`src/rtl/ica_pkg.sv`:
```
package ica_pkg;

  // Angle state carries STATE_FRAC fraction bits of a degree.
  localparam int STATE_FRAC  = 16;
  localparam int OUT_FRAC    = 7;
  localparam int TABLE_FRAC  = 20;
  localparam int CORDIC_STEPS = 16;
  localparam int ATAN_LEN    = 24;
  localparam int ATAN_IW     = 5;

  localparam int ST_W   = STATE_FRAC + 9;   // stored angle, +-180 deg
  localparam int Q_W    = STATE_FRAC + 10;  // gyro step magnitude
  localparam int STEP_W = Q_W + 1;
  localparam int ANG_W  = STEP_W + 1;       // working angle
  localparam int ACC_W  = STATE_FRAC + 10;  // accel angle in state units
  localparam int XY_W   = 27;
  localparam int Z_W    = 30;
  localparam int ROOT_W = 24;
  localparam int NUM_W  = 37 + STATE_FRAC;

  localparam logic [27:0] RATE_DEN  = 28'd262400000;
  localparam logic [27:0] RATE_HALF = 28'd131200000;

  localparam logic signed [ANG_W-1:0] HALF_TURN =
    ANG_W'(180 * (1 << STATE_FRAC));
  localparam logic signed [ANG_W-1:0] FULL_TURN =
    ANG_W'(360 * (1 << STATE_FRAC));
  localparam logic signed [ANG_W-1:0] QUARTER_TURN =
    ANG_W'(90 * (1 << STATE_FRAC));
  localparam logic signed [Z_W-1:0] CORDIC_OFF =
    Z_W'(180 * (1 << TABLE_FRAC));

  // atan(2^-i) in 2^-20 degree.
  localparam logic [26:0] ATAN_TAB [0:ATAN_LEN-1] = '{
    27'd47185920, 27'd27855475, 27'd14718068, 27'd7471121, 27'd3750058,
    27'd1876857,  27'd938658,   27'd469357,   27'd234682,  27'd117342,
    27'd58671,    27'd29335,    27'd14668,    27'd7334,    27'd3667,
    27'd1833,     27'd917,      27'd458,      27'd229,     27'd115,
    27'd57,       27'd29,       27'd14,       27'd7
  };

  typedef enum logic [2:0] {
    CFG_BIAS_X = 3'd0,
    CFG_BIAS_Y = 3'd1,
    CFG_BIAS_Z = 3'd2,
    CFG_STEP   = 3'd3,
    CFG_ALPHA  = 3'd4
  } cfg_reg_t;

  typedef enum logic [3:0] {
    ST_IDLE, ST_SQ, ST_CHK, ST_SQRT, ST_CP_GO, ST_CP, ST_CR_GO, ST_CR,
    ST_GWAIT, ST_PREP, ST_BLEND, ST_WRAP, ST_OUT
  } top_state_t;

  typedef enum logic [1:0] {
    G_IDLE, G_MUL, G_SEED, G_DIV
  } gyro_state_t;

  // Start and finish strobes of one iterative unit.
  typedef struct packed {
    logic start;
    logic done;
  } unit_ctl_t;

endpackage

```
`src/rtl/ica_gyro_div.sv`:
```
// Gyro angle steps for three axes, one restoring-division bit per cycle.
module ica_gyro_div (
  input  logic                               clk,
  input  logic                               rst_n,
  input  logic                               start,
  input  logic signed [20:0]                 rate_x,
  input  logic signed [20:0]                 rate_y,
  input  logic signed [20:0]                 rate_z,
  input  logic [15:0]                        step_time,
  output logic                               done,
  output logic signed [ica_pkg::STEP_W-1:0]  step_x,
  output logic signed [ica_pkg::STEP_W-1:0]  step_y,
  output logic signed [ica_pkg::STEP_W-1:0]  step_z
);

  localparam int QW = ica_pkg::Q_W;
  localparam int NW = ica_pkg::NUM_W;

  ica_pkg::gyro_state_t state_r, state_nxt;

  logic [1:0]                        axis_r;
  logic                              neg_r;
  logic [35:0]                       prod_r;
  logic [27:0]                       rem_r;
  logic [QW-1:0]                     nsh_r;
  logic [QW-1:0]                     q_r;
  logic [4:0]                        cnt_r;
  logic                              done_r;
  logic signed [ica_pkg::STEP_W-1:0] sx_r, sy_r, sz_r;

  logic signed [20:0]                rate_sel;
  logic [20:0]                       mag;
  logic [NW-1:0]                     num;
  logic [28:0]                       trial;
  logic                              ge;
  logic [28:0]                       rem_nxt;
  logic [QW-1:0]                     q_fin;
  logic signed [ica_pkg::STEP_W-1:0] q_signed;
  logic                              div_last;

  always_comb begin
    case (axis_r)
      2'd0:    rate_sel = rate_x;
      2'd1:    rate_sel = rate_y;
      default: rate_sel = rate_z;
    endcase
  end

  assign mag      = rate_sel[20] ? 21'(-rate_sel) : 21'(rate_sel);
  assign num      = {1'b0, prod_r, {ica_pkg::STATE_FRAC{1'b0}}} + NW'(ica_pkg::RATE_HALF);
  assign trial    = {rem_r, nsh_r[QW-1]};
  assign ge       = trial >= {1'b0, ica_pkg::RATE_DEN};
  assign rem_nxt  = ge ? trial - {1'b0, ica_pkg::RATE_DEN} : trial;
  assign q_fin    = {q_r[QW-2:0], ge};
  assign q_signed = neg_r ? -$signed({1'b0, q_fin}) : $signed({1'b0, q_fin});
  assign div_last = cnt_r == 5'(QW - 1);

  always_ff @(posedge clk) begin
    if (!rst_n) begin
      state_r <= ica_pkg::G_IDLE;
    end else begin
      state_r <= state_nxt;
    end
  end

  always_comb begin
    state_nxt = state_r;
    unique case (state_r)
      ica_pkg::G_IDLE: if (start) state_nxt = ica_pkg::G_MUL;
      ica_pkg::G_MUL:  state_nxt = ica_pkg::G_SEED;
      ica_pkg::G_SEED: state_nxt = ica_pkg::G_DIV;
      ica_pkg::G_DIV: begin
        if (div_last) begin
          state_nxt = (axis_r == 2'd2) ? ica_pkg::G_IDLE : ica_pkg::G_MUL;
        end
      end
      default: state_nxt = ica_pkg::G_IDLE;
    endcase
  end

  always_ff @(posedge clk) begin
    if (!rst_n) begin
      done_r <= 1'b0;
      axis_r <= '0;
    end else begin
      if (state_r == ica_pkg::G_IDLE && start) begin
        done_r <= 1'b0;
        axis_r <= '0;
      end else if (state_r == ica_pkg::G_DIV && div_last) begin
        if (axis_r == 2'd2) begin
          done_r <= 1'b1;
        end else begin
          axis_r <= axis_r + 2'd1;
        end
      end
    end
  end

  always_ff @(posedge clk) begin
    case (state_r)
      ica_pkg::G_MUL: begin
        prod_r <= 36'(mag[19:0] * step_time);
        neg_r  <= rate_sel[20];
      end
      ica_pkg::G_SEED: begin
        rem_r <= {1'b0, num[NW-1:QW]};
        nsh_r <= num[QW-1:0];
        q_r   <= '0;
        cnt_r <= '0;
      end
      ica_pkg::G_DIV: begin
        rem_r <= rem_nxt[27:0];
        nsh_r <= {nsh_r[QW-2:0], 1'b0};
        q_r   <= q_fin;
        cnt_r <= cnt_r + 5'd1;
        if (div_last) begin
          case (axis_r)
            2'd0:    sx_r <= q_signed;
            2'd1:    sy_r <= q_signed;
            default: sz_r <= q_signed;
          endcase
        end
      end
      default: ;
    endcase
  end

  assign done   = done_r;
  assign step_x = sx_r;
  assign step_y = sy_r;
  assign step_z = sz_r;

endmodule

```
`config.mk`:
```
export PLATFORM = sky130hd
export DESIGN_NAME = ica_gyro_div
export DESIGN_NICKNAME = d
export VERILOG_FILES = /design/src/rtl/ica_pkg.sv /design/src/rtl/ica_gyro_div.sv
export SDC_FILE = /design/constraint.sdc
export NUM_CORES = 1
export LEC_CHECK = 0
export ABC_AREA = 1
export ABC_CLOCK_PERIOD_IN_PS = 10610
export BUFFER_PORTS_ARGS = -buffer_cell sky130_fd_sc_hd__buf_2
export CAP_MARGIN = 20
export CORE_MARGIN = 1
export CORE_UTILIZATION = 63
export CTS_CLUSTER_SIZE = 25
export DETAILED_ROUTE_END_ITERATION = 10
export PLACE_DENSITY = 0.83
export SYNTH_ARGS = -nofsm -noshare
export SYNTH_HDL_FRONTEND = slang
export SYNTH_SLANG_ARGS = --single-unit
```
`constraint.sdc`:
```
create_clock -name clk -period 10.61 [get_ports clk]
set_clock_uncertainty 0.1 [all_clocks]
set_input_delay 2.122 -clock clk [delete_from_list [all_inputs] [get_ports clk]]
set_output_delay 2.122 -clock clk [all_outputs]
set_load 0.03 [all_outputs]
```
==> metrics.md <==
| Metric | Value |
|---|---|
| Clock Path Buffers | `2` |
| Yosys Warn Count | `0` |
| Post-route cell area | `0.0226 mm^2` |
| Tightest Pin Transition | `0.966 ns` |
| Setup Viol. Count Final | `0` |
| Ys async rst share | `0%` |
| H-tree depth | `4` |
| CP max FO | `13` |
| DR pass1 iterations | `5` |
| Tcrit/Tclk final | `87.1%` |
| Initial Util | `63.9%` |
| Synth unique cells | `47` |
| Final hold violation count | `0` |
| Vias in the first global route | `18.0k` |
| CP Launch Type | `primary input` |
| Slowest Stage Delay on Critical Path | `0.55 ns` |
| Tmin final | `9.24 ns` |
| Via Count | `17.3k` |
| Hold Buf Count CTS | `0` |
| Via/cell ratio | `5.62` |
| Fmax | `108 MHz` |
| Post-CTS Setup Bufs | `0` |
| Post-route antenna net violation count | `0` |
| Global route overflow | `0` |
| Pin count of the biggest net entering global routing | `74` |
| Synth Cell Area | `0.0208 mm^2` |
| # IOs | `164` |
| Crit path capture type | `register` |
| Most common cell in the netlist | `nand2_1` |
| Site Rows | `66` |
| Post-Syn Instances | `2489` |
| Wire per inst | `17.7 um` |
| Slew margin rel. | `35.6%` |
| Root Buffer | `clkbuf_16` |
| Setup_tns | `0 ns` |
| Area leader, netlist | `edfxtp_1` |
| Port buffer count | `163` |
| Layout cells sized above 1 | `10.5%` |
| First-pass GRT wire length | `89300 um` |
| Synthesis-to-finish area growth | `8.69%` |
| Post-route DRC | `0` |
| GPL Wtd Cong | `1.03` |
| R2r worst-path depth | `34` |
| TritonCTS clock tree | `yes` |
| Post-synth top area share | `27.7%` |
| Number of buffers created by CTS | `17` |
| Post-synthesis average cell area | `8.36 um^2` |
| Clk Latency, worst-skew pair | `0.45 ns` |
| TritonCTS Sinks | `197` |
| PostCTS Resize Cnt | `0` |
| Max Cap Viol | `0` |
| Fin Hold WS | `0.366 ns` |
| Fill cells | `2597` |
| Arr. time, crit path | `9.36 ns` |
| Hold crit path type | `register to register` |
| Chip height | `184 um` |
| Crit path required time | `10.73 ns` |
| Total wire length | `54300 um` |
| RSZ-0062 raised after global routing | `no` |
| Die area | `0.0338 mm^2` |
| Status | `finished clean` |
| Critical path class | `primary input to register` |
| Violation count after the first detailed-route iteration | `1540` |
| DP Area | `0.0220 mm^2` |
| Critical-path top delay cell | `fa_1` |
| Global Route Usage Sum | `34.3%` |
| Mapped Nets | `2943` |
| Slew Limit Fails | `0` |
| Util after Layout | `69.5%` |
| Primary FF master, synth | `edfxtp_1` |
| Seq/Total Area, Yosys | `28.2%` |
| Post-synth top cells | `nand2_1 (553), inv_1 (474), nor2_1 (278), fa_1 (250), edfxtp_1 (192)` |
| Initial antenna violation count | `0` |
| Die Span X | `184 um` |
| Hold path cells | `2` |
| Main area contributors after synthesis | `edfxtp_1 (28%), fa_1 (24%), nand2_1 (10%)` |
| Post-synth EDFFs | `192` |
| Clock transition at path regs | `0.08 ns` |
| Detailed-placement wirelength estimate | `43300 um` |
| Synth Register Bits | `197` |
| Core Area | `0.0325 mm^2` |
| Final #Nets | `3071` |
logic make-up (layout without fill, tap and decap cells):
logic type	after synthesis	after routing	synth area share (%)
xor+xnor	51	51	2.15
flops	197	197	28.2
buf+inv	552	693	10.2
compound gates	176	176	4.69
other cells	0	1	0
simple gates	1141	1141	23.4
fa+ha+maj	372	372	31.4
routing by layer:
| layer | share of wire [%] | track usage, % | routed length (um) |
|---|---|---|---|
| met1 | 38 | 40.8 | 20400 |
| met2 | 50 | 60.4 | 27000 |
| met3 | 7.6 | 5.05 | 4110 |
| met4 | 5.1 | 17.4 | 2750 |
| met5 | 0 | 0 | 0 |
placed cells by master, fill, tap and decap left out, types with 12 or more instances in the layout:
cell	count
clkbuf_16	17
buf_4	12
nor2_1	276
ha_1	121
nand2_2	20
o21ai_0	65
nor2_2	16
buf_2	163
xor2_1	35
nor3_1	25
fa_1	250
nand2_1	553
nand4_1	30
a21oi_1	74
inv_1	474
edfxtp_1	192
nand3_1	186
xnor2_1	16
sequential cells by signal (all words and copies together) (netlist names):
register  count
axis_r        2
cnt_r         5
prod_r       36
done          1
state_r       2
nsh_r        16
step_z       27
step_y       27
rem_r        28
q_r          25
neg_r         1
step_x       27
path summary, 6_finish.rpt:
kind | from | end | slack [ns]
max | rate_x[0] | prod_r[34] | 1.37
min | done | done | 0.37
max reg2reg | axis_r[0] | prod_r[34] | 1.79
min reg2reg | done | done | 0.37
critical path: cells and delay by family:
| family | cells | cell delay (ns) |
|---|---|---|
| adders and majority gates | 8 | 3.71 |
| AOI/OAI and AO/OA | 4 | 0.96 |
| and+or+nand+nor | 13 | 1.84 |
| buffers and inverters | 6 | 0.70 |
cell type report:
| cell class | count | area (um^2) | share of cell area (%) |
|---|---|---|---|
| clock inverters | 15 | 209 | 0.924 |
| repair buffers | 175 | 906 | 4.01 |
| diodes | 1 | 2.50 | 0.0111 |
| flip-flops and latches | 197 | 5870 | 25.9 |
| multi-input cells | 1740 | 12800 | 56.7 |
| clock buffers | 17 | 425 | 1.88 |
| inverters | 486 | 1820 | 8.07 |
| well taps | 442 | 553 | 2.45 |
stage by stage:
| step | worst slack, ns | instances |
|---|---|---|
| CTS | 1.50 | 3072 |
| detailed placement | 1.02 | 3040 |
| floorplan | 2.00 | 2489 |
| finish | 1.37 | 3073 |
| global placement | 1.14 | 3040 |
| global route | 0.926 | 3072 |
Power is not shown: default switching activity piles up to over one toggle a cycle in this logic, so the estimate is an artifact.
