## config.mk

```make
export PLATFORM = sky130hd
export DESIGN_NAME = ica_cordic
export DESIGN_NICKNAME = d
export VERILOG_FILES = /design/src/rtl/ica_pkg.sv /design/src/rtl/ica_cordic.sv
export SDC_FILE = /design/constraint.sdc
export NUM_CORES = 1
export LEC_CHECK = 0
export BUFFER_PORTS_ARGS = -buffer_cell sky130_fd_sc_hd__buf_2
export CAP_MARGIN = 20
export CORE_MARGIN = 3
export CORE_UTILIZATION = 55
export DETAILED_ROUTE_END_ITERATION = 10
export PLACE_DENSITY = 0.7
export REMOVE_ABC_BUFFERS = 1
export SYNTH_ARGS = -nofsm -noshare
export SYNTH_HDL_FRONTEND = slang
export SYNTH_SLANG_ARGS = --single-unit
```

## constraint.sdc

```tcl
create_clock -name clk -period 8.1 [get_ports clk]
set_input_delay 1.215 -clock clk [delete_from_list [all_inputs] [get_ports clk]]
set_output_delay 1.215 -clock clk [all_outputs]
set_load 0.01 [all_outputs]
```

## src/rtl/ica_pkg.sv

```systemverilog
package ica_pkg;

  // Angle state carries STATE_FRAC fraction bits of a degree.
  localparam int STATE_FRAC  = 16;
  localparam int OUT_FRAC    = 7;
  localparam int TABLE_FRAC  = 20;
  localparam int CORDIC_STEPS = 16;
  localparam int ATAN_LEN    = 24;
  localparam int ATAN_IW     = 5;

  localparam int ST_W   = STATE_FRAC + 9;   // stored angle, +-180 deg
  localparam int Q_W    = STATE_FRAC + 10;  // gyro step magnitude
  localparam int STEP_W = Q_W + 1;
  localparam int ANG_W  = STEP_W + 1;       // working angle
  localparam int ACC_W  = STATE_FRAC + 10;  // accel angle in state units
  localparam int XY_W   = 27;
  localparam int Z_W    = 30;
  localparam int ROOT_W = 24;
  localparam int NUM_W  = 37 + STATE_FRAC;

  localparam logic [27:0] RATE_DEN  = 28'd262400000;
  localparam logic [27:0] RATE_HALF = 28'd131200000;

  localparam logic signed [ANG_W-1:0] HALF_TURN =
    ANG_W'(180 * (1 << STATE_FRAC));
  localparam logic signed [ANG_W-1:0] FULL_TURN =
    ANG_W'(360 * (1 << STATE_FRAC));
  localparam logic signed [ANG_W-1:0] QUARTER_TURN =
    ANG_W'(90 * (1 << STATE_FRAC));
  localparam logic signed [Z_W-1:0] CORDIC_OFF =
    Z_W'(180 * (1 << TABLE_FRAC));

  // atan(2^-i) in 2^-20 degree.
  localparam logic [26:0] ATAN_TAB [0:ATAN_LEN-1] = '{
    27'd47185920, 27'd27855475, 27'd14718068, 27'd7471121, 27'd3750058,
    27'd1876857,  27'd938658,   27'd469357,   27'd234682,  27'd117342,
    27'd58671,    27'd29335,    27'd14668,    27'd7334,    27'd3667,
    27'd1833,     27'd917,      27'd458,      27'd229,     27'd115,
    27'd57,       27'd29,       27'd14,       27'd7
  };

  typedef enum logic [2:0] {
    CFG_BIAS_X = 3'd0,
    CFG_BIAS_Y = 3'd1,
    CFG_BIAS_Z = 3'd2,
    CFG_STEP   = 3'd3,
    CFG_ALPHA  = 3'd4
  } cfg_reg_t;

  typedef enum logic [3:0] {
    ST_IDLE, ST_SQ, ST_CHK, ST_SQRT, ST_CP_GO, ST_CP, ST_CR_GO, ST_CR,
    ST_GWAIT, ST_PREP, ST_BLEND, ST_WRAP, ST_OUT
  } top_state_t;

  typedef enum logic [1:0] {
    G_IDLE, G_MUL, G_SEED, G_DIV
  } gyro_state_t;

  // Start and finish strobes of one iterative unit.
  typedef struct packed {
    logic start;
    logic done;
  } unit_ctl_t;

endpackage

```

## src/rtl/ica_cordic.sv

```systemverilog
// Vectoring CORDIC for atan2, one micro-rotation per cycle.
module ica_cordic (
  input  logic                               clk,
  input  logic                               rst_n,
  input  logic                               start,
  input  logic signed [24:0]                 y_in,
  input  logic signed [24:0]                 x_in,
  output logic                               done,
  output logic signed [ica_pkg::ACC_W-1:0]   angle
);

  localparam int RS = ica_pkg::TABLE_FRAC - ica_pkg::STATE_FRAC;

  logic signed [ica_pkg::XY_W-1:0]  x_r, y_r;
  logic signed [ica_pkg::Z_W-1:0]   z_r;
  logic [ica_pkg::ATAN_IW-1:0]      i_r;
  logic                             busy_r;
  logic                             done_r;
  logic signed [ica_pkg::ACC_W-1:0] ang_r;

  logic signed [ica_pkg::XY_W-1:0] x_ext, y_ext, dx, dy, x_nxt, y_nxt;
  logic signed [ica_pkg::Z_W-1:0]  tab, z_nxt, z_rnd;
  logic                            last;

  assign x_ext = ica_pkg::XY_W'(x_in);
  assign y_ext = ica_pkg::XY_W'(y_in);
  assign dx    = x_r >>> i_r;
  assign dy    = y_r >>> i_r;
  assign tab   = $signed({3'b000, ica_pkg::ATAN_TAB[i_r]});
  assign last  = i_r == ica_pkg::ATAN_IW'(ica_pkg::CORDIC_STEPS - 1);

  always_comb begin
    if (!y_r[ica_pkg::XY_W-1]) begin
      x_nxt = x_r + dy;
      y_nxt = y_r - dx;
      z_nxt = z_r + tab;
    end else begin
      x_nxt = x_r - dy;
      y_nxt = y_r + dx;
      z_nxt = z_r - tab;
    end
    z_rnd = (z_nxt + ica_pkg::Z_W'(1 << (RS - 1))) >>> RS;
  end

  always_ff @(posedge clk) begin
    if (!rst_n) begin
      busy_r <= 1'b0;
      done_r <= 1'b0;
    end else begin
      done_r <= 1'b0;
      if (start) begin
        busy_r <= !(x_in == '0 && y_in == '0);
        done_r <= x_in == '0 && y_in == '0;
      end else if (busy_r && last) begin
        busy_r <= 1'b0;
        done_r <= 1'b1;
      end
    end
  end

  always_ff @(posedge clk) begin
    if (start) begin
      i_r   <= '0;
      ang_r <= '0;
      if (x_in < 0) begin
        x_r <= -x_ext;
        y_r <= -y_ext;
        z_r <= (y_in >= 0) ? ica_pkg::CORDIC_OFF : -ica_pkg::CORDIC_OFF;
      end else begin
        x_r <= x_ext;
        y_r <= y_ext;
        z_r <= '0;
      end
    end else if (busy_r) begin
      x_r <= x_nxt;
      y_r <= y_nxt;
      z_r <= z_nxt;
      i_r <= i_r + 1'b1;
      if (last) begin
        ang_r <= z_rnd[ica_pkg::ACC_W-1:0];
      end
    end
  end

  assign done  = done_r;
  assign angle = ang_r;

endmodule

```

==> flow_metrics.tcl, run 1 <==
set metrics [dict create \
    cts_resized 0 \
    whs_endpoint "angle[9]" \
    globalRouteOverflowTotal 0 \
    post_cts_buffers 0 \
    dr.pass1.iters 5 \
    arrival_ns 7.02 \
    crit_type "reg2reg" \
    drive_gt1_frac 0.128 \
    placedCellCount 2228 \
    synth-edff-count 84 \
    worst-path-buf-inv 2 \
    rr_worst_depth 22 \
    worstPathCellList "inv_2 > ha_1 > nor2_1 > mux2_2 > o21ai_0 > o21ai_0 > and3_1 > nand2_1 > o31ai_1 > buf_4 > xor2_1 > ha_1 > a21oi_1 > o311ai_0 > a31oi_1 > a31oi_1 > nand2b_1 > or4b_1 > nor3_2 > nand4_1 > or3_1 > a221o_1" \
    cts_tree "built" \
    io_pins 80 \
    insertion_delay_ns 0.44 \
    grt_antenna_before_repair 1 \
    mostFrequentLayoutCells "nand2_1, nor2_1, o21ai_0" \
    ys.flop_type "edfxtp_1" \
    htreeDepth 4 \
    slowest_stage "dfxtp_4" \
    end_kind "flip-flop" \
    synthCells 1864 \
    synth_seq_cells 117 \
    outcome "finished, final reports clean" \
    synth_top_area_frac 0.163 \
    drt_iter0_markers 1392 \
    cts_made_buffers 17 \
    max-slew-margin-rel 0.345 \
    worst_slew_pin_slew_ns 0.958 \
    dpl.hpwl_um 34600 \
    grt_pass1_wl_um 73500 \
    dieWidth_um 174 \
    placementRows 60 \
    clock-skew-final_ns 0.0125 \
    wire_per_inst_um 20.3 \
    viasPerCell 6.45 \
    post_synth_num_cell_types 90 \
    holdBufCountCts 0 \
    syn_to_final_growth_pct 6.71 \
    cap_violations 0 \
    min_period_ns 6.69 \
    core-area_mm2 0.0273 \
    clock_sinks 117 \
    fin_area_mm2 0.0165 \
    track_usage 0.298 \
    io_buffer_count 79 \
    slew_viol_final 0 \
    max_freq_mhz 150 \
    finalNonFillerCells 2260 \
    holdWs_ns 0.446 \
    diodes 0 \
    reg2reg_to "angle[23]" \
    max_stage_delay_ns 0.60 \
    yosys-top-cells-area "edfxtp_1, ha_1, xnor2_1" \
    dpl_cell_area_mm2 0.0159 \
    finalNetCount 2028 \
    initial_core_util 0.567 \
    num_vias 14588 \
    ant_nets 0 \
    die-area_mm2 0.0302 \
    cts_root_buffer "clkbuf_16" \
    hold_viol 0 \
    synth.yosys.seq_area_share 0.205 \
    drc 0 \
    clk_pin_slew_ns 0.07 \
    setup_tns_ns 0 \
    gp_congestion 1.00 \
    rr_startpoint "i_r[0]" \
    final_common_cell "nand2_1" \
    die-height_um 174 \
    synth.avg_cell_area_um2 8.31 \
    cp-start-kind "flip-flop" \
    finalSetupViolCount 0 \
    grt_pass1_vias 13726 \
    ys_async_sr_fraction 0 \
    critPathTopFamily "simple AND/OR/NAND/NOR gates" \
    wl_um 45800 \
    rsz0062_at_grt "false" \
    hold_start "angle[9]" \
    r2r_slack_ns 1.41 \
    clock_path_buffers 2 \
    fillCellCount 2567 \
    yosys.area.top_type "edfxtp_1" \
    netlist_area_mm2 0.0155 \
    hold_depth 2 \
    cp_max_fo 29 \
    finalCritPeriodShare 0.825 \
    worstPathRequired_ns 8.43 \
    yosysWarningCount 0 \
    min_path_type "reg2reg" \
    grt_start_max_net_pins 76 \
]
-- synth_stat cells (7+ instances only) --
master    instances
o31ai_1          22
xor2_1           79
and2_1           20
a21oi_1         134
buf_1            16
nor2b_1          29
nand3_1          39
nand4_1          17
nand2_1         204
or3_1            28
inv_1            39
xnor2_1         114
nor4_1            9
mux2i_1          48
or2_2            11
o211ai_1         18
clkbuf_1         59
nand2b_1         24
o21ai_0         156
nor3b_1           7
dfxtp_1          33
mux4_1           16
edfxtp_1         84
a211oi_1         18
o21bai_1         11
and3_1           13
buf_6            12
nor3_1           33
o31a_1            7
a31oi_1          29
mux4_2           42
nor2_1          162
buf_2            14
mux2_2           27
a21o_1           40
o21a_1           16
o22ai_1          10
ha_1             97
o311ai_0          8
or4_1             9
-- layer usage --
layer / track usage / vias up / wire [um]
met5: 0 / - / 13
met2: 0.500 / 570 / 21800
li1: - / 6984 / -
met3: 0.0449 / 131 / 2890
met1: 0.390 / 6901 / 19400
met4: 0.108 / 2 / 1770
-- cell type report --
cell class / instances / area (um2) / area share
sequential: 117 / 3190 / 0.193
clock buffer: 17 / 425 / 0.0257
tap: 372 / 465 / 0.0282
inverter: 43 / 161 / 0.00976
timing repair buffer: 104 / 586 / 0.0354
clock inverter: 15 / 169 / 0.0102
multi-input combinational: 1592 / 11500 / 0.698
-- registers in the layout (all words and copies together) (netlist names) --
signal	cells
z_r	30
x_r	27
y_r	27
angle	26
i_r	5
busy_r	1
done	1
-- worst max-delay path by stage --
stage           start        end  cells past startpoint
2_1_floorplan  i_r[1]  angle[23]                     22
3_3_place_gp   i_r[0]  angle[23]                     22
3_5_place_dp   i_r[0]  angle[23]                     22
4_1_cts        i_r[0]  angle[23]                     22
5_1_grt        i_r[0]  angle[23]                     23
6_report       i_r[0]  angle[23]                     22
-- worst register-to-register path, stage by stage, from the launching register on --
cell and delay, ns:
dfxtp_4 0.60, inv_2 0.24, ha_1 0.41, nor2_1 0.22, mux2_2 0.17, o21ai_0 0.06
o21ai_0 0.46, and3_1 0.33, nand2_1 0.08, o31ai_1 0.23, buf_4 0.17, xor2_1 0.17
ha_1 0.32, a21oi_1 0.41, o311ai_0 0.22, a31oi_1 0.32, a31oi_1 0.18, nand2b_1 0.22
or4b_1 0.57, nor3_2 0.21, nand4_1 0.30, or3_1 0.40, a221o_1 0.29
-- per-stage QoR --
stage / utilization / setup slack, ns
after floorplan: - / 0.0365
after global placement: 0.583 / 1.65
after detailed placement: 0.583 / 1.50
after CTS: 0.605 / 1.50
after global routing: 0.605 / 0.920
final: 0.605 / 1.41
-- cell families after synthesis --
kind of cell             Yosys count  share of synthesized area
adder cells (fa/ha/maj)          100                     0.0822
flip-flops                       117                      0.205
AND/OR/NAND/NOR                  629                      0.195
buffers and inverters            155                     0.0505
XOR/XNOR                         193                      0.109
AO/OA/AOI/OAI                    537                      0.218
multiplexers                     133                      0.139
Power of run 1 is left out: the tool's default activity adds up to more than one toggle a clock period on the data nets, which glitch-free logic cannot reach.
==> inputs of run 2 (changes only) <==
Clock period 8.1 ns to 6.2 ns, I/O delays scaled along.
==> flow_metrics.tcl, run 2 (same netlist as run 1, synthesis figures left out) <==
set metrics [dict create \
    insertion_delay_ns 0.43 \
    die-area_mm2 0.0302 \
    io_buffer_count 79 \
    die-height_um 174 \
    setup_tns_ns 0 \
    worst_slew_pin_slew_ns 0.840 \
    viasPerCell 6.38 \
    slowest_stage "mux4_1" \
    grt_pass1_wl_um 75500 \
    hold_depth 2 \
    grt_start_max_net_pins 91 \
    reg_top3 "z_r (30), x_r (27), y_r (27)" \
    top_register "z_r" \
    arrival_ns 6.00 \
    hold_viol 0 \
    dpl.hpwl_um 35600 \
    final_core_util 0.623 \
    end_kind "flip-flop" \
    fin_area_mm2 0.0170 \
    worstPathCellList "buf_16 > mux4_1 > mux4_2 > mux2i_2 > o211ai_1 > nor4_2 > inv_1 > nor3_2 > nor2_1 > xnor2_1 > o21ai_0 > ha_1 > a21o_1 > nand2_1 > nand2_1 > a21oi_1 > nand2_1 > a311oi_2 > o41ai_2 > a31oi_1 > xnor2_1 > nor2_1" \
    r2r_slack_ns 0.35 \
    diodes 0 \
    min_path_type "reg2reg" \
    clock_sinks 117 \
    outcome "finished, final reports clean" \
    wire_per_inst_um 20.5 \
    holdBufCountCts 0 \
    io_pins 80 \
    syn_to_final_growth_pct 9.87 \
    drc 0 \
    largest_register_ffs 30 \
    grt_use_met2 0.510 \
    grt_use_met3 0.0453 \
    rr_worst_depth 22 \
    grt_antenna_before_repair 0 \
    cts_made_buffers 17 \
    worstPathRequired_ns 6.35 \
    use_met1 0.402 \
    max-slew-margin-rel 0.439 \
    dieWidth_um 174 \
    num_vias 14701 \
    grt_pass1_vias 13988 \
    cp-start-kind "flip-flop" \
    cp_max_fo 29 \
    reg2reg_to "x_r[26]" \
    worst_path_most_repeated_cell "nand2_1" \
    finalNetCount 2071 \
    drt_iter0_markers 1530 \
    gp_congestion 0.968 \
    initial_core_util 0.567 \
    max_freq_mhz 171 \
    dpl_cell_area_mm2 0.0163 \
    htreeDepth 4 \
    mostFrequentLayoutCells "nand2_1, nor2_1, o21ai_0" \
    placementRows 60 \
    clk_pin_slew_ns 0.06 \
    cts_root_buffer "clkbuf_16" \
    whs_endpoint "angle[15]" \
    drive_gt1_frac 0.155 \
    wl_um 47200 \
    min_period_ns 5.85 \
    globalRouteOverflowTotal 0 \
    clock_path_buffers 2 \
    crit_type "reg2reg" \
    busiest_layer "met2" \
    max_stage_delay_ns 0.68 \
    track_usage 0.306 \
    core-area_mm2 0.0273 \
    rr_startpoint "i_r[0]" \
    hold_start "angle[15]" \
    cts_tree "built" \
    slew_viol_final 0 \
    dr.pass1.iters 7 \
    clock-skew-final_ns 0.0136 \
    finalCritPeriodShare 0.943 \
    cap_violations 0 \
    finalSetupViolCount 0 \
    holdWs_ns 0.446 \
    final_common_cell "nand2_1" \
    ant_nets 0 \
]
## run 2: changes by cell type in the layout (fill, tap and decap cells not counted), moves of 3 or more
cell	delta
clkbuf_16	+3
buf_4	+37
o21ai_0	-5
buf_12	+4
o21ai_1	+5
## run 2: worst max path at each step
stage | from | endpoint | slack, ns | cells past startpoint
after floorplan | i_r[1] | angle[23] | -1.86 | 22
after global placement | i_r[0] | x_r[26] | 0.1 | 21
after detailed placement | i_r[0] | x_r[26] | 0.08 | 22
after global routing | i_r[1] | angle[23] | -0.03 | 24
after CTS | i_r[0] | x_r[26] | 0.06 | 22
final | i_r[0] | x_r[26] | 0.35 | 22
## run 2: area by class of cell
type / instances / area [um2]
Fill cell: 2499 / 10300
Inverter: 43 / 161
Tap cell: 372 / 465
Multi-Input combinational cell: 1592 / 11600
Timing Repair Buffer: 147 / 996
Sequential cell: 117 / 3190
Clock inverter: 13 / 119
Clock buffer: 19 / 475
## run 2: timing repair
action | 4_1_cts | 5_1_grt
gates cloned | 0 | 1
resized for setup | 2 | 22
endpoints found under the setup margin | 1 | 17
pin swaps | 0 | 4
setup buffers | 0 | 4
## run 2: critical path: cells and delay by family (launching register included)
kind	cells	cell delay, ns
buffers and inverters	2	0.37
XOR/XNOR	2	0.29
AO/OA/AOI/OAI	7	1.60
adder cells (fa/ha/maj)	1	0.36
flip-flops	1	0.42
multiplexers	3	1.48
AND/OR/NAND/NOR	7	1.04
## run 2: layer usage
layer  vias to the layer above  share of wire  wire, um
met5                         -              0         0
met4                         0          0.040      1880
met3                       113          0.065      3050
met2                       588           0.48     22500
met1                      6957           0.42     19800
li1                       7043              -         -
## run 2: stage by stage
stage,cells,setup WS [ns]
floorplan,1752,-1.86
global placement,2266,0.0963
detailed placement,2266,0.0787
CTS,2298,0.0589
global route,2303,-0.0335
finish,2303,0.351
Power of run 2 is left out for the same reason.
