## src/rtl/ica_pkg.sv

```systemverilog
package ica_pkg;

  // Angle state carries STATE_FRAC fraction bits of a degree.
  localparam int STATE_FRAC  = 16;
  localparam int OUT_FRAC    = 7;
  localparam int TABLE_FRAC  = 20;
  localparam int CORDIC_STEPS = 16;
  localparam int ATAN_LEN    = 24;
  localparam int ATAN_IW     = 5;

  localparam int ST_W   = STATE_FRAC + 9;   // stored angle, +-180 deg
  localparam int Q_W    = STATE_FRAC + 10;  // gyro step magnitude
  localparam int STEP_W = Q_W + 1;
  localparam int ANG_W  = STEP_W + 1;       // working angle
  localparam int ACC_W  = STATE_FRAC + 10;  // accel angle in state units
  localparam int XY_W   = 27;
  localparam int Z_W    = 30;
  localparam int ROOT_W = 24;
  localparam int NUM_W  = 37 + STATE_FRAC;

  localparam logic [27:0] RATE_DEN  = 28'd262400000;
  localparam logic [27:0] RATE_HALF = 28'd131200000;

  localparam logic signed [ANG_W-1:0] HALF_TURN =
    ANG_W'(180 * (1 << STATE_FRAC));
  localparam logic signed [ANG_W-1:0] FULL_TURN =
    ANG_W'(360 * (1 << STATE_FRAC));
  localparam logic signed [ANG_W-1:0] QUARTER_TURN =
    ANG_W'(90 * (1 << STATE_FRAC));
  localparam logic signed [Z_W-1:0] CORDIC_OFF =
    Z_W'(180 * (1 << TABLE_FRAC));

  // atan(2^-i) in 2^-20 degree.
  localparam logic [26:0] ATAN_TAB [0:ATAN_LEN-1] = '{
    27'd47185920, 27'd27855475, 27'd14718068, 27'd7471121, 27'd3750058,
    27'd1876857,  27'd938658,   27'd469357,   27'd234682,  27'd117342,
    27'd58671,    27'd29335,    27'd14668,    27'd7334,    27'd3667,
    27'd1833,     27'd917,      27'd458,      27'd229,     27'd115,
    27'd57,       27'd29,       27'd14,       27'd7
  };

  typedef enum logic [2:0] {
    CFG_BIAS_X = 3'd0,
    CFG_BIAS_Y = 3'd1,
    CFG_BIAS_Z = 3'd2,
    CFG_STEP   = 3'd3,
    CFG_ALPHA  = 3'd4
  } cfg_reg_t;

  typedef enum logic [3:0] {
    ST_IDLE, ST_SQ, ST_CHK, ST_SQRT, ST_CP_GO, ST_CP, ST_CR_GO, ST_CR,
    ST_GWAIT, ST_PREP, ST_BLEND, ST_WRAP, ST_OUT
  } top_state_t;

  typedef enum logic [1:0] {
    G_IDLE, G_MUL, G_SEED, G_DIV
  } gyro_state_t;

  // Start and finish strobes of one iterative unit.
  typedef struct packed {
    logic start;
    logic done;
  } unit_ctl_t;

endpackage

```

## src/rtl/ica_isqrt.sv

```systemverilog
// Digit-serial integer square root: two radicand bits enter per cycle.
module ica_isqrt (
  input  logic                          clk,
  input  logic                          rst_n,
  input  logic                          start,
  input  logic [30:0]                   sum_sq,
  output logic                          done,
  output logic [ica_pkg::ROOT_W-1:0]    root
);

  logic [47:0]                 sh_r;
  logic [25:0]                 rem_r;
  logic [ica_pkg::ROOT_W-1:0]  root_r;
  logic [4:0]                  cnt_r;
  logic                        busy_r;
  logic                        done_r;

  logic [27:0] rem_sh;
  logic [27:0] trial;
  logic        ge;
  logic [27:0] rem_nxt;

  assign rem_sh  = {rem_r, sh_r[47:46]};
  assign trial   = {2'b00, root_r, 2'b01};
  assign ge      = rem_sh >= trial;
  assign rem_nxt = ge ? rem_sh - trial : rem_sh;

  always_ff @(posedge clk) begin
    if (!rst_n) begin
      busy_r <= 1'b0;
      done_r <= 1'b0;
    end else begin
      done_r <= 1'b0;
      if (start) begin
        busy_r <= 1'b1;
      end else if (busy_r && cnt_r == 5'(ica_pkg::ROOT_W - 1)) begin
        busy_r <= 1'b0;
        done_r <= 1'b1;
      end
    end
  end

  always_ff @(posedge clk) begin
    if (start) begin
      sh_r   <= {1'b0, sum_sq, 16'b0};
      rem_r  <= '0;
      root_r <= '0;
      cnt_r  <= '0;
    end else if (busy_r) begin
      sh_r   <= {sh_r[45:0], 2'b00};
      rem_r  <= rem_nxt[25:0];
      root_r <= {root_r[ica_pkg::ROOT_W-2:0], ge};
      cnt_r  <= cnt_r + 5'd1;
    end
  end

  assign done = done_r;
  assign root = root_r;

endmodule

```

## config.mk

```make
export PLATFORM = sky130hd
export DESIGN_NAME = ica_isqrt
export DESIGN_NICKNAME = d
export VERILOG_FILES = /design/src/rtl/ica_pkg.sv /design/src/rtl/ica_isqrt.sv
export SDC_FILE = /design/constraint.sdc
export NUM_CORES = 1
export LEC_CHECK = 0
export CORE_MARGIN = 10
export CORE_UTILIZATION = 34
export CTS_BUF_LIST = sky130_fd_sc_hd__clkbuf_4
export DETAILED_ROUTE_END_ITERATION = 10
export DONT_BUFFER_PORTS = 1
export GPL_TIMING_DRIVEN = 0
export PLACE_DENSITY = 0.51
export SLEW_MARGIN = 25
export SYNTH_ARGS = -nofsm -noshare
export SYNTH_HDL_FRONTEND = slang
export SYNTH_SLANG_ARGS = --single-unit
```

## constraint.sdc

```tcl
create_clock -name clk -period 4.61 [get_ports clk]
set_clock_uncertainty 0.05 [all_clocks]
set_input_delay 0 -clock clk [delete_from_list [all_inputs] [get_ports clk]]
set_output_delay 0 -clock clk [all_outputs]
set_load 0.01 [all_outputs]
```

==> summary.txt, run 1 <==
Run status
  • Run status: finished, final reports clean

STA
  • Fin crit period: around 3200 ps
  • Final setup violation count: 0
  • Endpoints failing hold: 0
  • Unrepaired setup endpoints after global routing: no
  • Period utilization: around two thirds
  • Fin. max-slew vios: 0
  • Relative slew slack: a little under half
  • Max Fclk: between 0.3 and 0.4 GHz
  • Setup TNS: 0 ps
  • Slew at the pin closest to its max-slew limit: around 800 ps

Yosys
  • Synth Area in Compound Gates: 14.0%
  • Xor and xnor area share after synthesis: 4.38%
  • Post-synthesis simple-gate area fraction: about an eighth
  • Syn_nets: between 500 and 600
  • Synth Register Bits: ~90
  • Number of synthesized flops with an enable pin: 31
  • Largest family of logic cells by synthesized area: multiplexers
  • Post-Syn Instances: approximately 520
  • Mux contribution to synthesized area: around 15%
  • Post-synth top area cell: dfxtp_1
  • Top FF cell, synth: dfxtp_1
  • Synth area leaders: dfxtp_1 (23%), edfxtp_1 (19%), mux2i_1 (8.6%)
  • Synth cell types: 51
  • Synth async-reset ratio: 0%
  • Post-Syn Area: roughly 5000 um2
  • Avg Cell Area, Syn: about 9.7 um2
  • Ys Warns: 0
  • Post-Synth Adder-Cell Area: under 10%
  • Sequential-to-total area share from yosys stat: 41.8%
  • Synth top area share: between 20% and 30%

Min path
  • WHS Endpoint: sh_r[25]
  • Hold Startpoint: start
  • Hold Crit Class: in2reg
  • Hold path cells: 2

Floorplan
  • Starting density of the core: approximately a third
  • Core Box Area: 14,500 um2
  • Die area: roughly 20,000 um2
  • Rows: between 40 and 50
  • Die width: approximately 140 um
  • Die H: between 100 and 150 um
  • # IOs: between 50 and 60

Finish
  • # nets final: just over 600
  • FF/Latch Area: approximately 2100 um2
  • Leading cell types in the layout, fill and taps excluded: nor2_1 (65), dfxtp_1 (58), mux2i_1 (43)
  • # diodes: 0
  • Multi-input gate area: approximately 2600 um2
  • Synth-to-Final Area Change: 13.7%
  • Most common cell after layout, fill and taps aside: nor2_1
  • Layout cells sized above 1: roughly 10%
  • Fillcell total: between 1,000 and 1,500

Critical path
  • R2R Path End: rem_r[19]
  • Critical Path Max Stage Delay: between 400 and 500 ps
  • Worst path slowest cell: dfxtp_1
  • FF-to-FF path depth: 13
  • CP max FO: 10
  • R2r setup slk: about 1500 ps
  • CP Class: reg2reg
  • Top delay family on crit path: compound AO/OA/AOI/OAI gates
  • CP required: ~4900 ps
  • Crit path launch type: flip-flop
  • Crit-path cells: inv_1 -> ha_1 -> clkbuf_1 -> a21oi_1 -> o211ai_1 -> a21oi_1 -> a21oi_2 -> a211oi_1 -> o21a_1 -> buf_6 -> buf_6 -> mux2i_1 -> o21ai_0
  • Launching point of the worst reg2reg path: root[13]
  • CP endpoint kind: flip-flop
  • Arrival time worst endpoint: roughly 3400 ps
  • WP buf/inv: 4

Global route
  • First-pass GRT wire length: approximately 20,000 um
  • Largest net degree at the start of global routing: 32
  • Vias in the first global route: between 4,000 and 5,000
  • Gr ovfl total: 0
  • Antenna violations before repair: 0
  • Total GRT Usage: roughly an eighth

Clocking
  • CTS buffer count: 9
  • Clock-pin slew on the worst setup and hold paths: about 160 ps
  • CTS tree: yes
  • Max clock buf depth: 2
  • Worst-Skew Late Latency: 480 ps
  • Clock Sinks: ~90
  • CTS H-tree lvls: 3
  • Clock root buffer: clkbuf_4

Placement
  • Placer Congestion: ~0.85
  • I/O Buffers: 0
  • Post-DP HPWL: roughly 9000 um

Routing
  • WL/cell: between 15 and 20 um
  • DRC viols: 0
  • First drt pass iteration count: 4
  • Routed Antenna Nets: 0
  • Post-Route WL: roughly 12,000 um
  • Vias/cell: just over 5
  • Initial DRC Count: 207
  • DR vias: ~3,800

Pwr
  • Overall Power: 0.00430 W
  • Peak supply drop: 0.000408 V
  • Leak Pwr: around 2.2 nW
  • Pwr dens: ~760 nW/um2

Flow run
  • Max_cap viols: 0
worst reg2reg max path: stages (launching register included):
cell and delay (ps):
dfxtp_1 470, inv_1 80, ha_1 290, clkbuf_1 180, a21oi_1 290, o211ai_1 180
a21oi_1 220, a21oi_2 130, a211oi_1 270, o21a_1 170, buf_6 140, buf_6 190
mux2i_1 260, o21ai_0 100
worst max-delay path by stage:
stage	start	to	cells past startpoint
final	root[13]	rem_r[19]	13
after global routing	root[0]	rem_r[25]	10
after CTS	root[13]	rem_r[19]	13
after detailed placement	root[0]	rem_r[25]	10
after global placement	root[0]	rem_r[25]	10
after floorplan	root[19]	rem_r[0]	12
layout make-up:
class	instances	share of cell area [%]
Timing Repair Buffer	33	5.81
Clock buffer	9	1.19
Multi-Input combinational cell	367	46.5
Inverter	37	2.44
Buffer	23	2.22
Sequential cell	89	36.8
Clock inverter	7	1.03
Tap cell	184	4.05
flip-flops by register name, indices dropped and copies added, names as in the netlist:
signal,cells
root,24
cnt_r,5
busy_r,1
done,1
sh_r,32
rem_r,26
layer usage:
layer  wire length [um]  part of all wire (%)  global-route usage [%]  up-vias
li1                   -                     -                       -     1955
met1               5590                    46                    15.2     1794
met2               5900                    48                    20.7       72
met3                576                   4.7                    3.77       14
met4                183                   1.5                    4.57        0
met5                  0                     0                       0        -
where the power goes:
part	switching (W)	internal, W
logic	0.00151	0.00133
registers	0.0000926	0.000943
clock network	0.000302	0.000120
total	0.00191	0.00239
cells in the mapped netlist (all sizes together) (2+ instances only):
cell,instances
a311oi,3
nor4,4
mux2,29
o21ai,20
nor3,10
nand4,11
clkbuf,12
nand2b,2
o31ai,3
and3,4
a21o,9
xnor2,17
nor2,65
a31o,2
o211ai,7
edfxtp,31
buf,11
mux2i,43
inv,37
and2,3
xor2,8
nand2,29
dfxtp,58
o21a,6
a2111oi,2
o21bai,2
nand3,5
a41oi,2
a21oi,25
a211oi,14
ha,27
a31oi,3
stage by stage:
step           setup slack, ps  hold slack, ps  cell area, um2  util (%)  instances
6_report                  1450            93.7            5690      39.3        749
5_1_grt                   1260            66.5            5690      39.3        749
4_1_cts                   1430            52.9            5690      39.3        749
3_5_place_dp              1450            96.9            5230      36.1        700
3_3_place_gp              1440            96.3            5230      36.1        700
2_1_floorplan             2000            85.7            5000         -        516
kinds of logic after synthesis:
| group | Yosys count |
|---|---|
| DFF | 89 |
| and+or+nand+nor | 140 |
| buffers and inverters | 60 |
| AOI/OAI and AO/OA | 103 |
| xor gates and xnor gates | 25 |
| adders and majority gates | 27 |
| muxes | 72 |
timing repair:
action | 4_1_cts | 5_1_grt
hold buffers | 33 | 0
gates resized for setup | 0 | 0
hold endpoints to repair | 40 | 0
setup buffers | 0 | 0
Note: power is estimated with default switching activity, not from simulation.
==> run 2, diff against run 1 <==
- ABC_AREA: default -> 1
- clock period: 4.61 -> 3.1 ns (I/O delays scaled with it)
==> summary.txt, run 2 <==
Clocking
  • Max clock buf depth: 2
  • Clock root buffer: clkbuf_4
  • Clock-pin slew on the worst setup and hold paths: about 180 ps
  • CTS tree: yes
  • Cts hold-fix bufs: 34
  • Clock Sinks: 89
  • Setup bufs post-CTS: 0
  • Post-CTS resize count: 0
  • CTS buffer count: 9
  • Worst-Skew Late Latency: ~500 ps
  • CTS H-tree lvls: 3

Yosys
  • Post-synth top area cell: dfxtp_1
  • Ys Warns: 0
  • Top FF cell, synth: dfxtp_1
  • Largest family of logic cells by synthesized area: simple AND/OR/NAND/NOR gates
  • Synth async-reset ratio: 0%
  • Avg Cell Area, Syn: 6.85 um2
  • Post-synthesis simple-gate area fraction: around a third
  • Syn_nets: approximately 850
  • Synth Area in Compound Gates: under 10%
  • Synth Register Bits: a little under 90
  • Xor and xnor area share after synthesis: under 10%
  • Post-Syn Area: approximately 5400 um2
  • Synth cell types: 37
  • Post-Synth Adder-Cell Area: 6.26%
  • Synth cell count leaders: nand2_1 (297), inv_1 (122), nor2_1 (62), dfxtp_1 (58), edfxtp_1 (31)
  • Mux contribution to synthesized area: 0%
  • Number of synthesized flops with an enable pin: 31
  • Synth area leaders: dfxtp_1 (22%), nand2_1 (21%), edfxtp_1 (17%)
  • Synth top area share: a little over a fifth
  • Top-count cell post-synth: nand2_1
  • Post-Syn Instances: just under 800
  • Sequential-to-total area share from yosys stat: between 30% and 40%

Global route
  • Antenna violations before repair: 1
  • Largest net degree at the start of global routing: 28
  • Total GRT Usage: roughly 14%
  • First-pass GRT wire length: between 20,000 and 25,000 um
  • Vias in the first global route: between 4,000 and 5,000
  • Gr ovfl total: 0

Min path
  • Hold path cells: 3
  • Hold Crit Class: in2reg

STA
  • Setup TNS: 0 ps
  • Fin. max-slew vios: 0
  • Min setup slack post-route: approximately 500 ps
  • Final setup violation count: 0
  • Relative slew slack: between 50% and 60%
  • Max Fclk: roughly 0.38 GHz
  • Unrepaired setup endpoints after global routing: no
  • Slew at the pin closest to its max-slew limit: 637 ps
  • Endpoints failing hold: 0
  • Fin crit period: between 2000 and 3000 ps
  • Period utilization: between 80% and 90%
  • Final hold slack: 154 ps

Placement
  • Post-placement cell count: approximately 1,000
  • I/O Buffers: 0
  • Placement Setup Slack: about 570 ps
  • Placed inst area: 5680 um2
  • Post-DP HPWL: between 10,000 and 15,000 um
  • Placer Congestion: around 0.85

Pwr
  • Peak supply drop: 0.000397 V
  • Leak Pwr: roughly 3.0 nW
  • Pwr dens: around 890 nW/um2

Routing
  • Vias/cell: between 4 and 5
  • Post-Route WL: roughly 15,000 um
  • DR vias: roughly 4,800
  • Routed Antenna Nets: 0
  • Initial DRC Count: approximately 330
  • DRC viols: 0
  • WL/cell: approximately 14 um
  • First drt pass iteration count: 4

Critical path
  • Critical path endpoint: rem_r[19]
  • Critical path origin: root[1]
  • Launching point of the worst reg2reg path: root[1]
  • Crit path launch type: flip-flop
  • CP Class: reg2reg
  • R2R Path End: rem_r[19]
  • R2r setup slk: ~500 ps
  • CP endpoint kind: flip-flop
  • CP required: ~3500 ps
  • CP max FO: 9
  • Arrival time worst endpoint: ~3000 ps
  • FF-to-FF path depth: 11

Finish
  • Synth-to-Final Area Change: 14.4%
  • # nets final: 894
  • Most common cell after layout, fill and taps aside: nand2_1
  • Layout cells sized above 1: between 5 and 6%
  • Most flops, register: sh_r
  • Post-Layout Cell Count: 1,050
  • Post-route cell area: about 6000 um2
  • Max reg flops: 32
  • Leading cell types in the layout, fill and taps excluded: nand2_1 (297), inv_1 (122), nor2_1 (62)

Floorplan
  • Rows: 45
  • Die area: between 20,000 and 25,000 um2
  • # IOs: 59
  • Die H: between 100 and 150 um
  • Starting density of the core: around a third
  • Core Box Area: about 15,000 um2
  • Die width: 146 um

Run status
  • Run status: finished, final reports clean

Flow run
  • Max_cap viols: 0
run 2: cell types whose count changed in the layout (fill, tap and decap cells not counted), moves of 5 or more:
cell      previous run  this run
a21o_1               9         0
mux2_2              29         0
mux2i_1             43         0
o21ai_0             20        25
nand2_2              0         8
a211oi_1            14         0
buf_1                6         1
o21a_1               6         0
nand2_1             29       297
o22ai_1              0        23
inv_1               36       122
xor2_1               8         3
nand3_1              5        29
run 2: critical path, stage by stage (launching register included):
cell and delay [ps]:
dfxtp_1 420, inv_1 100, ha_1 380, a21oi_1 180, nand2_1 140, nand3_1 110
nand3_2 130, nand2_2 130, nand4_1 410, o21ai_0 340, nor2_1 60, nor2_1 80
run 2: cells by family after synthesis:
family	after synthesis
flops	89
fa+ha+maj	27
buf+inv	146
simple gates	431
compound gates	78
xor+xnor	16
run 2: through the flow:
stage	util, %	power [W]
2_1_floorplan	-	0.00401
3_3_place_gp	36.8	0.00477
3_5_place_dp	36.9	0.00477
4_1_cts	40.1	0.00552
5_1_grt	40.1	0.00604
6_report	40.1	0.00550
run 2: layout make-up:
cell class,count,area (um2)
clock buffer,9,67.6
tap,211,264
timing repair buffer,35,360
clock inverter,7,81.3
inverter,126,473
sequential,89,2090
multi-input combinational,552,2720
antenna,1,2.50
buffer,20,105
fill,1706,9200
run 2: worst min path at each step:
stage          slack (ps)  startpoint       end
5_1_grt               140  sum_sq[17]  sh_r[33]
3_5_place_dp          110       rst_n    busy_r
2_1_floorplan          90       rst_n    busy_r
3_3_place_gp          100       rst_n    busy_r
6_report              150       rst_n    busy_r
4_1_cts               120   sum_sq[1]  sh_r[17]
run 2: routing by layer:
metal	up-vias	share of wire, %	track usage (%)
met5	-	0	0
met4	0	1.3	3.94
met3	13	4.2	3.48
met2	62	46	22.1
met1	2183	49	18.1
li1	2559	-	-
run 2: where the power goes:
part	switching, W	total, W	internal [W]
clock network	0.000497	0.000693	0.000196
logic	0.00217	0.00337	0.00120
registers	0.0000869	0.00144	0.00135
total	0.00275	0.00550	0.00275
